==> src/hdl/bps_pkg.sv <==
// ----------------------------------------------------------------------------
// bps_pkg
// Shared constants, field layout and types of the Blinn-Phong pixel shader.
// ----------------------------------------------------------------------------
package bps_pkg;

    localparam int COLOR_FRAC_BITS = 12;
    localparam int UNIT_FRAC       = 15;

    localparam int POS_W  = 20;
    localparam int NRM_W  = 16;
    localparam int TEX_W  = 13;
    localparam int COL_W  = 16;
    localparam int VEC_W  = POS_W + 1;
    localparam int UNIT_W = 16;

    localparam int IN_W      = 192;
    localparam int OUT_W     = 3 * COL_W;
    localparam int CFG_W     = 3 * POS_W;
    localparam int CFG_IDX_W = 3;

    localparam int NRM_OFS = 3 * POS_W;
    localparam int DT_OFS  = NRM_OFS + 3 * NRM_W;
    localparam int ST_OFS  = DT_OFS + 3 * TEX_W;

    localparam int SQ_IN_W    = 2 * VEC_W;
    localparam int SQ_STAGES  = VEC_W;
    localparam int DIV_STAGES = UNIT_W;
    localparam int NORM_LAT   = 3 + SQ_STAGES + DIV_STAGES + 1;
    localparam int POW_STEPS  = 8;
    localparam int POW_LAT    = POW_STEPS * (SQ_STAGES + 1) + POW_STEPS;
    localparam int TEX_DLY    = 2 * NORM_LAT + 1 + 2 + POW_LAT;
    localparam int BACK_LAT   = TEX_DLY + 3;

    localparam int QDEPTH = 4;
    localparam int QAW    = 2;

    localparam logic [UNIT_W-1:0] UNIT_ONE = UNIT_W'(1) << UNIT_FRAC;
    localparam logic [UNIT_W-1:0] UNIT_MAX = UNIT_ONE - UNIT_W'(1);
    localparam logic [TEX_W-1:0]  COLOR_ONE = TEX_W'(1) << COLOR_FRAC_BITS;
    localparam logic [COL_W-1:0]  SHININESS_RESET = 16'd8192;

    localparam logic [CFG_IDX_W-1:0] CFG_CAMERA    = 3'd0;
    localparam logic [CFG_IDX_W-1:0] CFG_LIGHT     = 3'd1;
    localparam logic [CFG_IDX_W-1:0] CFG_AMBIENT   = 3'd2;
    localparam logic [CFG_IDX_W-1:0] CFG_DIFFUSE   = 3'd3;
    localparam logic [CFG_IDX_W-1:0] CFG_SPECULAR  = 3'd4;
    localparam logic [CFG_IDX_W-1:0] CFG_SHININESS = 3'd5;
    localparam logic [CFG_IDX_W-1:0] CFG_TEXTURED  = 3'd6;

    typedef logic [2:0][VEC_W-1:0]  vec_t;
    typedef logic [2:0][UNIT_W-1:0] unit_vec_t;
    typedef logic [2:0][TEX_W-1:0]  texel_t;

    typedef struct packed {
        vec_t   nrm;
        vec_t   vd;
        vec_t   ld;
        texel_t dt;
        texel_t st;
    } frag_t;

endpackage

==> src/hdl/bps_front.sv <==
// ----------------------------------------------------------------------------
// bps_front
// Accepts fragments, forms view and light directions, resolves texels and
// holds the work in a short queue for the shading pipeline.
// ----------------------------------------------------------------------------
module bps_front (
    input  logic                        aclk,
    input  logic                        aresetn,
    input  logic                        s_tvalid,
    output logic                        s_tready,
    input  logic [bps_pkg::IN_W-1:0]    s_tdata,
    input  logic [bps_pkg::CFG_W-1:0]   camera_position,
    input  logic [bps_pkg::CFG_W-1:0]   light_position,
    input  logic                        textured,
    input  logic                        q_pop,
    output logic                        q_valid,
    output bps_pkg::frag_t              q_frag
);

    localparam int PW = bps_pkg::POS_W;
    localparam int NW = bps_pkg::NRM_W;
    localparam int TW = bps_pkg::TEX_W;
    localparam int VW = bps_pkg::VEC_W;

    bps_pkg::frag_t         frag;
    bps_pkg::frag_t         mem_reg [bps_pkg::QDEPTH];
    logic [bps_pkg::QAW-1:0] wr_ptr_reg, rd_ptr_reg;
    logic [bps_pkg::QAW:0]   count_reg;
    logic                    push;

    always_comb begin
        for (int i = 0; i < 3; i++) begin
            frag.nrm[i] = VW'($signed(s_tdata[bps_pkg::NRM_OFS + NW*i +: NW]));
            frag.vd[i]  = {camera_position[PW*i + PW-1], camera_position[PW*i +: PW]}
                        - {s_tdata[PW*i + PW-1], s_tdata[PW*i +: PW]};
            frag.ld[i]  = {light_position[PW*i + PW-1], light_position[PW*i +: PW]}
                        - {s_tdata[PW*i + PW-1], s_tdata[PW*i +: PW]};
            frag.dt[i]  = textured ? s_tdata[bps_pkg::DT_OFS + TW*i +: TW]
                                   : bps_pkg::COLOR_ONE;
            frag.st[i]  = textured ? s_tdata[bps_pkg::ST_OFS + TW*i +: TW]
                                   : bps_pkg::COLOR_ONE;
        end
    end

    assign s_tready = (count_reg != (bps_pkg::QAW+1)'(bps_pkg::QDEPTH));
    assign push     = s_tvalid && s_tready;
    assign q_valid  = (count_reg != '0);
    assign q_frag   = mem_reg[rd_ptr_reg];

    always_ff @(posedge aclk) begin
        if (push) begin
            mem_reg[wr_ptr_reg] <= frag;
        end
    end

    always_ff @(posedge aclk) begin
        if (!aresetn) begin
            wr_ptr_reg <= '0;
            rd_ptr_reg <= '0;
            count_reg  <= '0;
        end else begin
            if (push) begin
                wr_ptr_reg <= wr_ptr_reg + 1'b1;
            end
            if (q_pop) begin
                rd_ptr_reg <= rd_ptr_reg + 1'b1;
            end
            if (push && !q_pop) begin
                count_reg <= count_reg + 1'b1;
            end else if (!push && q_pop) begin
                count_reg <= count_reg - 1'b1;
            end
        end
    end

endmodule

==> config.mk <==
export PLATFORM = sky130hd
export DESIGN_NAME = bps_front
export DESIGN_NICKNAME = d
export VERILOG_FILES = /design/src/hdl/bps_pkg.sv /design/src/hdl/bps_front.sv
export SDC_FILE = /design/constraint.sdc
export NUM_CORES = 1
export LEC_CHECK = 0
export ABC_AREA = 1
export BUFFER_PORTS_ARGS = -buffer_cell sky130_fd_sc_hd__buf_2
export CAP_MARGIN = 20
export CORE_UTILIZATION = 35
export DETAILED_ROUTE_END_ITERATION = 12
export HOLD_SLACK_MARGIN = 0.05
export PLACE_DENSITY = 0.57
export SYNTH_ARGS = -nofsm -noshare
export SYNTH_HDL_FRONTEND = slang
export SYNTH_SLANG_ARGS = --single-unit
export TNS_END_PERCENT = 20
==> constraint.sdc <==
create_clock -name aclk -period 14.05 [get_ports aclk]
set_input_delay 1.405 -clock aclk [delete_from_list [all_inputs] [get_ports aclk]]
set_output_delay 1.405 -clock aclk [all_outputs]
set_load 0.01 [all_outputs]
==> results of run 1 <==
[final timing paths]
| kind | start | end | slack [ns] | depth (start not counted) |
|---|---|---|---|---|
| worst min-delay path | rd_ptr_reg[1] | flop | 0.44 | 1 |
| worst max register to register | count_reg[0] | mem_reg[3][126] | 10.86 | 6 |
| worst max-delay path | flop | q_frag[266] | 7.83 | 6 |
| worst min register to register | rd_ptr_reg[1] | flop | 0.44 | 1 |
[cell families (layout without fill, tap and decap cells)]
family                     after synthesis  after routing  synth area share (%)
buffers and inverters                  628           1235                  5.80
and+or+nand+nor                       1616           1616                  13.7
AOI/OAI and AO/OA                      871            871                  10.2
adders and majority gates              132            132                  3.67
other                                    0              1                     0
DFF                                   1017           1017                  65.6
xor gates and xnor gates                54             54                  1.02
[metal layers]
layer,vias up,GRT usage [%],wire length (um),part of all wire (%)
met2,821,29.4,58700,48
met1,15700,23.8,54800,44
met5,-,0,10,0.0081
met3,126,3.60,7370,6.0
met4,2,4.88,2370,1.9
li1,16000,-,-,-
[per-stage QoR]
stage                     setup slack [ns]  power (mW)
after floorplan                       1.16        4.57
after global placement                8.67        4.99
after detailed placement              8.60        5.00
after CTS                             7.79        7.67
after global routing                  7.47        7.92
final                                 7.83        7.58
[cell usage after synthesis]
cell type	count	area, um^2
o21bai_1	24	180
o22ai_1	252	1580
xor2_1	42	368
edfxtp_1	1008	30300
o21ai_0	517	2590
nor3_1	36	180
inv_2	1	3.75
nand2_1	754	2830
clkbuf_1	75	282
clkbuf_2	3	15.0
buf_2	67	335
nor2_1	668	2510
buf_6	19	214
ha_1	125	1560
a21oi_1	78	390
nand3_1	134	671
xnor2_1	12	105
and2_1	12	75.1
inv_6	1	8.76
inv_1	436	1640
fa_1	7	140
nand4_1	12	75.1
buf_4	26	195
dfxtp_1	9	180
[final cells by class]
| type | instances | area (um^2) | area share (%) |
|---|---|---|---|
| Antenna cell | 1 | 2.50 | 0.00463 |
| Clock buffer | 134 | 2740 | 5.06 |
| Clock inverter | 57 | 573 | 1.06 |
| Inverter | 438 | 1670 | 3.08 |
| Multi-Input combinational cell | 2673 | 13300 | 24.6 |
| Sequential cell | 1017 | 30500 | 56.3 |
| Tap cell | 1755 | 2200 | 4.06 |
| Timing Repair Buffer | 606 | 3180 | 5.87 |
[critical path, stage by stage, from the launching register on]
cell and delay (ns):
dfxtp_4 0.83, buf_4 0.84, buf_4 0.69, buf_4 0.72, o21ai_0 0.20, o22ai_1 0.41, buf_2 0.22
[report_power, final]
part / leakage, nW / total (mW) / internal (mW) / switching, mW
sequential: 9.37 / 3.71 / 3.66 / 0.0491
clock: 1.58 / 2.66 / 1.50 / 1.17
combinational: 10.7 / 1.22 / 0.354 / 0.861
total: 21.7 / 7.58 / 5.51 / 2.08
[layout by cell type, fill, tap and decap left out, drive strengths merged]
cell / netlist / layout
clkinv: 0 / 41
diode: 0 / 1
a21oi: 78 / 78
nand4: 12 / 12
edfxtp: 1008 / 1008
xor2: 42 / 42
inv: 438 / 440
and2: 12 / 12
xnor2: 12 / 12
o21ai: 517 / 517
clkbuf: 78 / 134
fa: 7 / 7
dfxtp: 9 / 9
nor3: 36 / 36
nor2: 668 / 668
o21bai: 24 / 24
buf: 112 / 606
bufinv: 0 / 6
o22ai: 252 / 252
clkinvlp: 0 / 8
ha: 125 / 125
nand3: 134 / 134
nand2: 754 / 754
==> metrics, run 1 <==
Post-CTS Setup Bufs=0; Max Cap Viol=0; RSZ-0062 raised after global routing=no; DP Cell Count=6,489; final setup TNS=0 ns; core area=131,000 um^2; total iterations of the first detailed-routing run=6; vias per inst=4.88; worst min-delay path class=flop to flop; placed inst area=50,800 um^2; Die Ht=366 um; routed len/inst=18.4 um; post-synthesis sequential area ratio=65.6%; Layout Utilization=41.1%; Pleak=21.7 nW; final net count=5,290; CTS root buf=clkbuf_16; Die X=366 um; DRC=0; period utilization=44.3%; Seq cells post-synth=1,017; Clk Latency, worst-skew pair=0.71 ns; post-route cell area=54,100 um^2; Synth Instances=4,318; status=finished, final reports clean; Arr. time, crit path=4.81 ns; Cell Count, Final, Fillers Out=6,681; fmax=0.161 GHz; Rel. slew slack=22.1%; initial antenna violation count=3; CTS sink cnt=1,017; Vias=32,600; Crit Path Class=flop to output port; final WL=123 mm; required time worst endpoint=12.65 ns; input/output buffers=579; I/O pin count=586; Fin Clk Skew=0.0295 ns; routability cong.=0.945; post-DP HPWL=79.6 mm; drt initial violations=2,073; ANT nets after route=0; Synth cell types=24; Crit Path Max Fanout=90; number of CTS-inserted buffers=105; hold_buf cts=0; CP Launch Type=flop; Net Count, Synth=4,767; WHS=0.439 ns; PostCTS Resize Cnt=0; Setup-failing EPs final=0; Mean Syn Cell Area=10.7 um^2; layout cells sized above 1=15.4%; TritonCTS clock tree=yes; CTS Buffer Depth=3; Final Max Tran Viols=0; crit path capture type=output port; synth warn=0; FP Rows=133; PD cells=140 nW/um^2; die area=134,000 um^2; Fin. Hold Viols=0; first-pass GRT wire length=186 mm; grt ovf=0; total track usage=17.8%; Mapped Area=46,400 um^2; Worst-path clk slew=0.06 ns; Filler Cell Count=12,800; Syn-to-layout area delta=16.6%; H-tree Lvls=3; largest net degree at the start of global routing=201; Initial Util=35.3%; Final Critical Period=6.22 ns; vias in the first global route=30,900; largest vdd supply drop=0.103 mV; max reg flops=1,008; Least-Margin Pin Slew=1.17 ns
(Power assumes the default switching activity.)
==> run 2, diff against run 1 <==
==> constraint.sdc (replaced) <==
create_clock -name aclk -period 6.2 [get_ports aclk]
set_input_delay 0.62 -clock aclk [delete_from_list [all_inputs] [get_ports aclk]]
set_output_delay 0.62 -clock aclk [all_outputs]
set_load 0.01 [all_outputs]
==> run 2 against run 1 <==
Critical path depth fell by 1. First-iteration DRC count rose by 15%. Clock skew rose by 0.024 ns. Sequential cell count did not move. Design area rose by 1.4%. Clock-buffer cell count fell by 7. Die area did not move. Final cell count rose by 0.96%. Utilization rose by 0.58 points. Sequential power rose by 130%. Sequential share of layout area fell by 0.78 points. Total power rose by 130%. Highest routed layer unchanged.
==> metrics, run 2 (synthesized netlist as in run 1, its figures left out) <==
Final Max Tran Viols=0 (unchanged); Post-CTS Setup Bufs=0 (unchanged); core area=131,000 um^2 (unchanged); period utilization=66.9%; crit path capture type=output port (unchanged); number of CTS-inserted buffers=109 (was 105); Final Critical Period=4.15 ns; final setup margin=2.05 ns (was 7.83 ns); placed inst area=50,900 um^2 (was 50,800 um^2); Place WS=2.78 ns (was 8.60 ns); Syn-to-layout area delta=18.2% (was 16.6%); initial antenna violation count=5 (was 3); CTS Buffer Depth=3 (unchanged); input/output buffers=579 (unchanged); Min-Delay Path Depth=1 (unchanged); CTS root buf=clkbuf_16 (unchanged); Fin Clk Skew=0.0531 ns (was 0.0295 ns); Fin. Hold Viols=0 (unchanged); Max Cap Viol=0 (unchanged); total iterations of the first detailed-routing run=5 (was 6); Arr. time, crit path=3.53 ns (was 4.81 ns); most frequent cells in the layout=1,008 x edfxtp_1, 754 x nand2_1, 664 x nor2_1, 579 x buf_2, 517 x o21ai_0 (unchanged); CTS sink cnt=1,017 (unchanged); CP Launch Type=flop (unchanged); largest vdd supply drop=0.265 mV (was 0.103 mV); DRC=0 (unchanged); post-DP HPWL=80.2 mm (was 79.6 mm); Die Ht=366 um (unchanged); drt initial violations=2,375 (was 2,073); Clk Latency, worst-skew pair=0.72 ns (was 0.71 ns); first-pass GRT wire length=189 mm (was 186 mm); worst r2r src=count_reg[1] (was count_reg[0]); routability cong.=0.947 (was 0.945); max reg flops=1,008 (unchanged); Hold Startpoint=s_tdata[72] (was rd_ptr_reg[1]); RR Endpoint=mem_reg[2][224] (was mem_reg[3][126]); Vias=33,000 (was 32,600); status=finished, final reports clean (unchanged); PD cells=318 nW/um^2 (was 140 nW/um^2); die area=134,000 um^2 (unchanged); Pleak=22.0 nW (was 21.7 nW); Crit Path Class=flop to output port (unchanged); layout cells sized above 1=15.5% (was 15.4%); Die X=366 um (unchanged); final net count=5,342 (was 5,290); Setup-failing EPs final=0 (unchanged); largest net degree at the start of global routing=215 (was 201); Worst-path clk slew=0.06 ns (about the same); TritonCTS clock tree=yes (unchanged); worst hold endpoint=mem_reg[1][216]; worst min-delay path class=input pin to flop (was flop to flop); Crit Path Max Fanout=65 (was 90); most common cell after layout, fill and taps aside=edfxtp_1 (unchanged); H-tree Lvls=3 (unchanged); Rel. slew slack=22.9% (was 22.1%); Filler Cell Count=12,600 (was 12,800); total track usage=18.2% (was 17.8%); Initial Util=35.3% (unchanged); vias per inst=4.89 (was 4.88); Least-Margin Pin Slew=1.16 ns (was 1.17 ns); ANT nets after route=0 (unchanged); post-route cell area=54,900 um^2 (was 54,100 um^2); R2R depth=5 (was 6); routed len/inst=18.5 um (was 18.4 um); I/O pin count=586 (unchanged); FP Rows=133 (unchanged); RSZ-0062 raised after global routing=no (unchanged); vias in the first global route=31,400 (was 30,900); fmax=0.241 GHz; required time worst endpoint=5.58 ns (was 12.65 ns); Reg2Reg Setup Slack=3.27 ns (was 10.86 ns); final WL=125 mm (was 123 mm); grt ovf=0 (unchanged)
==> run 2: timing repair <==
action,CTS,global route
hold buffers,46,0
endpoints found under the hold margin,178,0
resized for setup,0,0
==> run 2: critical path, cell delays in order (launching register included) <==
cell and delay [ns]:
dfxtp_4 0.52, buf_4 0.55, buf_4 0.75, o21ai_0 0.20, o22ai_1 0.44, buf_2 0.22
==> run 2: per-layer routing <==
layer | global-route usage (%) | share of wire [%] | wire, um | vias to the layer above
met2 | 30.4 | 48 | 59600 | 825
met4 | 5.12 | 2.5 | 3070 | 4
met1 | 23.6 | 44 | 54900 | 15900
met5 | 0 | 0.014 | 18 | -
met3 | 4.03 | 5.9 | 7400 | 186
li1 | - | - | - | 16100
==> run 2: worst max-delay path by stage <==
stage                   from             to  slack (ns)
finish                  flop    q_frag[245]        2.05
global route            flop    q_frag[263]        1.88
CTS                     flop    q_frag[245]        1.94
detailed placement      flop    q_frag[245]        2.78
global placement        flop    q_frag[243]        2.80
floorplan           s_tvalid  mem_reg[0][0]       -1.67
==> run 2: final cells by class <==
class / count / area, um^2 / share of cell area (%)
clock buffer: 127 / 2820 / 5.13
sequential: 1017 / 30500 / 55.5
clock inverter: 76 / 671 / 1.22
tap: 1755 / 2200 / 4.00
antenna: 5 / 12.5 / 0.0228
timing repair buffer: 654 / 3750 / 6.84
multi-input combinational: 2673 / 13300 / 24.2
inverter: 438 / 1670 / 3.04
==> run 2: stage by stage <==
step / hold WS, ns / setup TNS (ns) / total power, mW / utilization [%] / std cells
CTS: 0.0528 / 0 / 17.7 / 41.7 / 6740
finish: 0.130 / 0 / 17.5 / 41.7 / 6745
global route: 0.0764 / 0 / 18.2 / 41.7 / 6740
floorplan: 0.412 / -1679.07 / 10.3 / - / 4318
detailed placement: 0.426 / 0 / 11.3 / 38.7 / 6491
global placement: 0.415 / 0 / 11.3 / 38.7 / 6491
==> run 2: report_power, final <==
part | switching, mW | total [mW] | internal (mW)
logic | 1.97 | 2.81 | 0.835
registers | 0.0993 | 8.38 | 8.28
clock network | 2.71 | 6.27 | 3.56
total | 4.78 | 17.5 | 12.7
==> run 3, diff against run 2 <==
--- a/config.mk
+++ b/config.mk
@@ -11,7 +11,7 @@
 export CORE_UTILIZATION = 35
 export DETAILED_ROUTE_END_ITERATION = 12
 export HOLD_SLACK_MARGIN = 0.05
-export PLACE_DENSITY = 0.57
+export PLACE_DENSITY = 0.59
 export SYNTH_ARGS = -nofsm -noshare
 export SYNTH_HDL_FRONTEND = slang
 export SYNTH_SLANG_ARGS = --single-unit
==> constraint.sdc (replaced) <==
create_clock -name aclk -period 3.7 [get_ports aclk]
set_input_delay 0.37 -clock aclk [delete_from_list [all_inputs] [get_ports aclk]]
set_output_delay 0.37 -clock aclk [all_outputs]
set_load 0.01 [all_outputs]
==> run 3 against run 2 <==
Design area rose by 2.4%. Combinational power rose by 74%. Worst setup slack got worse by 1.7 ns. Sequential power rose by 67%. Clock-buffer cell count rose by 2. Utilization rose by 1.0 points. Via count rose by 1.9%. Wire length rose by 1.5%. Worst hold slack got worse by 0.0035 ns.
==> metrics, run 3 (synthesized netlist as in run 1, its figures left out) <==
Layout Utilization=42.7% (was 41.7%); period utilization=90.3%; Reg area=30,500 um^2 (about the same); CTS Buffer Depth=3 (unchanged); Hold Startpoint=s_tdata[40] (was s_tdata[72]); Fin Clk Skew=0.0321 ns (was 0.0531 ns); final WL=127 mm (was 125 mm); Final Critical Period=3.34 ns; worst r2r src=wr_ptr_reg[0] (was count_reg[1]); most frequent cells in the layout=1,008 x edfxtp_1, 753 x nand2_1, 664 x nor2_1, 579 x buf_2, 517 x o21ai_0 (was 1,008 x edfxtp_1, 754 x nand2_1, 664 x nor2_1, 579 x buf_2, 517 x o21ai_0); CTS root buf=clkbuf_16 (unchanged); drt initial violations=2,264 (was 2,375); Crit Path Class=flop to output port (unchanged); Fin. Hold Viols=0 (unchanged); Syn-to-layout area delta=21.1% (was 18.2%); largest vdd supply drop=0.413 mV (was 0.265 mV); ANT nets after route=0 (unchanged); PostCTS Resize Cnt=0 (unchanged); worst min-delay path class=input pin to flop (unchanged); placed inst area=51,400 um^2 (was 50,900 um^2); Die X=366 um (unchanged); final setup TNS=0 ns (unchanged); Filler Cell Count=12,400 (was 12,600); most common cell after layout, fill and taps aside=edfxtp_1 (unchanged); area of the multi-input gates=13,300 um^2 (about the same); routability cong.=0.943 (was 0.947); FP Rows=133 (unchanged); number of CTS-inserted buffers=106 (was 109); status=finished, final reports clean (unchanged); Least-Margin Pin Slew=0.984 ns (was 1.16 ns); TritonCTS clock tree=yes (unchanged); total iterations of the first detailed-routing run=5 (unchanged); vias in the first global route=31,900 (was 31,400); first-pass GRT wire length=191 mm (was 189 mm); Routed met1 length=54.7 mm (was 54.9 mm); RR Endpoint=mem_reg[2][149] (was mem_reg[2][224]); Min-Delay Path Depth=3 (was 1); routed len/inst=18.5 um (about the same); Crit Path Max Fanout=208 (was 65); Die Ht=366 um (unchanged); total track usage=18.3% (was 18.2%); input/output buffers=579 (unchanged); crit path capture type=output port (unchanged); post-route cell area=56,200 um^2 (was 54,900 um^2); layout cells sized above 1=16.0% (was 15.5%); worst hold endpoint=mem_reg[3][120] (was mem_reg[1][216]); Vias=33,600 (was 33,000); Clk Latency, worst-skew pair=0.71 ns (was 0.72 ns); Final Max Tran Viols=0 (unchanged); core area=131,000 um^2 (unchanged); largest net degree at the start of global routing=209 (was 215); Top Metal Used=met5 (unchanged); Reg2Reg Setup Slack=1.59 ns (was 3.27 ns); CTS sink cnt=1,017 (unchanged); met3 WL=8.24 mm (was 7.40 mm); R2R depth=6 (was 5); fmax=0.299 GHz; Arr. time, crit path=2.97 ns (was 3.53 ns); PD cells=527 nW/um^2 (was 318 nW/um^2); Setup-failing EPs final=0 (unchanged); hold_buf cts=127 (was 46); Initial Util=35.3% (unchanged); final net count=5,466 (was 5,342); met2 wire len=61.0 mm (was 59.6 mm); grt ovf=0 (unchanged); Max Cap Viol=0 (unchanged); Worst-path clk slew=0.06 ns (about the same); required time worst endpoint=3.33 ns (was 5.58 ns); I/O pin count=586 (unchanged); die area=134,000 um^2 (unchanged); H-tree Lvls=3 (unchanged); DRC=0 (unchanged); max reg flops=1,008 (unchanged); Post-CTS Setup Bufs=0 (unchanged); post-DP HPWL=84.7 mm (was 80.2 mm); CP Launch Type=flop (unchanged); initial antenna violation count=2 (was 5); Pleak=22.6 nW (was 22.0 nW); RSZ-0062 raised after global routing=no (unchanged); Power, Total=29.6 mW (was 17.5 mW); vias per inst=4.90 (was 4.89); Rel. slew slack=34.4% (was 22.9%)
==> run 3: cell count changes in the layout (fill, tap and decap cells not counted), moves of 3 or more <==
| cell | previous run | this run |
|---|---|---|
| buf_12 | 14 | 26 |
| buf_4 | 15 | 49 |
| bufinv_16 | 7 | 12 |
| clkbuf_1 | 17 | 23 |
| clkbuf_16 | 110 | 106 |
| clkinv_1 | 30 | 23 |
| clkinv_2 | 20 | 17 |
| clkinv_4 | 7 | 2 |
| diode_2 | 5 | 1 |
| dlygate4sd3_1 | 46 | 127 |
==> run 3: power breakdown <==
part	switching [mW]	internal [mW]
logic	3.36	1.53
clock network	4.50	6.15
registers	0.174	13.9
total	8.04	21.6
==> run 3: worst max-delay path: stages (launching register included) <==
cell and delay, ns:
dfxtp_4 0.50, inv_16 0.48, buf_4 0.38, o21ai_0 0.12
o22ai_1 0.24, buf_2 0.19
==> run 3: layer usage <==
metal / vias to the layer above / GRT usage (%)
li1: 16400 / -
met1: 16200 / 23.9
met2: 924 / 30.9
met3: 164 / 3.63
met4: 2 / 5.25
met5: - / 0
==> run 3: worst max-delay path by stage <==
stage                       from            end  cells after the start
global route                flop    q_frag[217]                      5
floorplan           count_reg[1]  mem_reg[0][0]                      4
detailed placement          flop     q_frag[36]                      5
finish                      flop    q_frag[102]                      5
global placement            flop     q_frag[83]                      5
CTS                         flop    q_frag[117]                      5
==> run 3: area by class of cell <==
type | instances | area share, %
Antenna cell | 1 | 0.00445
Multi-Input combinational cell | 2673 | 23.7
Timing Repair Buffer | 781 | 9.00
Sequential cell | 1017 | 54.2
Clock inverter | 66 | 1.34
Clock buffer | 129 | 4.88
Inverter | 438 | 2.96
Tap cell | 1755 | 3.91
==> run 3: metrics by stage <==
step | std cells | hold slack (ns) | worst slack [ns]
global route | 6860 | 0.109 | 0.225
finish | 6860 | 0.127 | 0.358
floorplan | 4318 | 0.412 | -1.05
CTS | 6859 | 0.0507 | 0.343
global placement | 6537 | 0.416 | 1.18
detailed placement | 6537 | 0.420 | 1.16
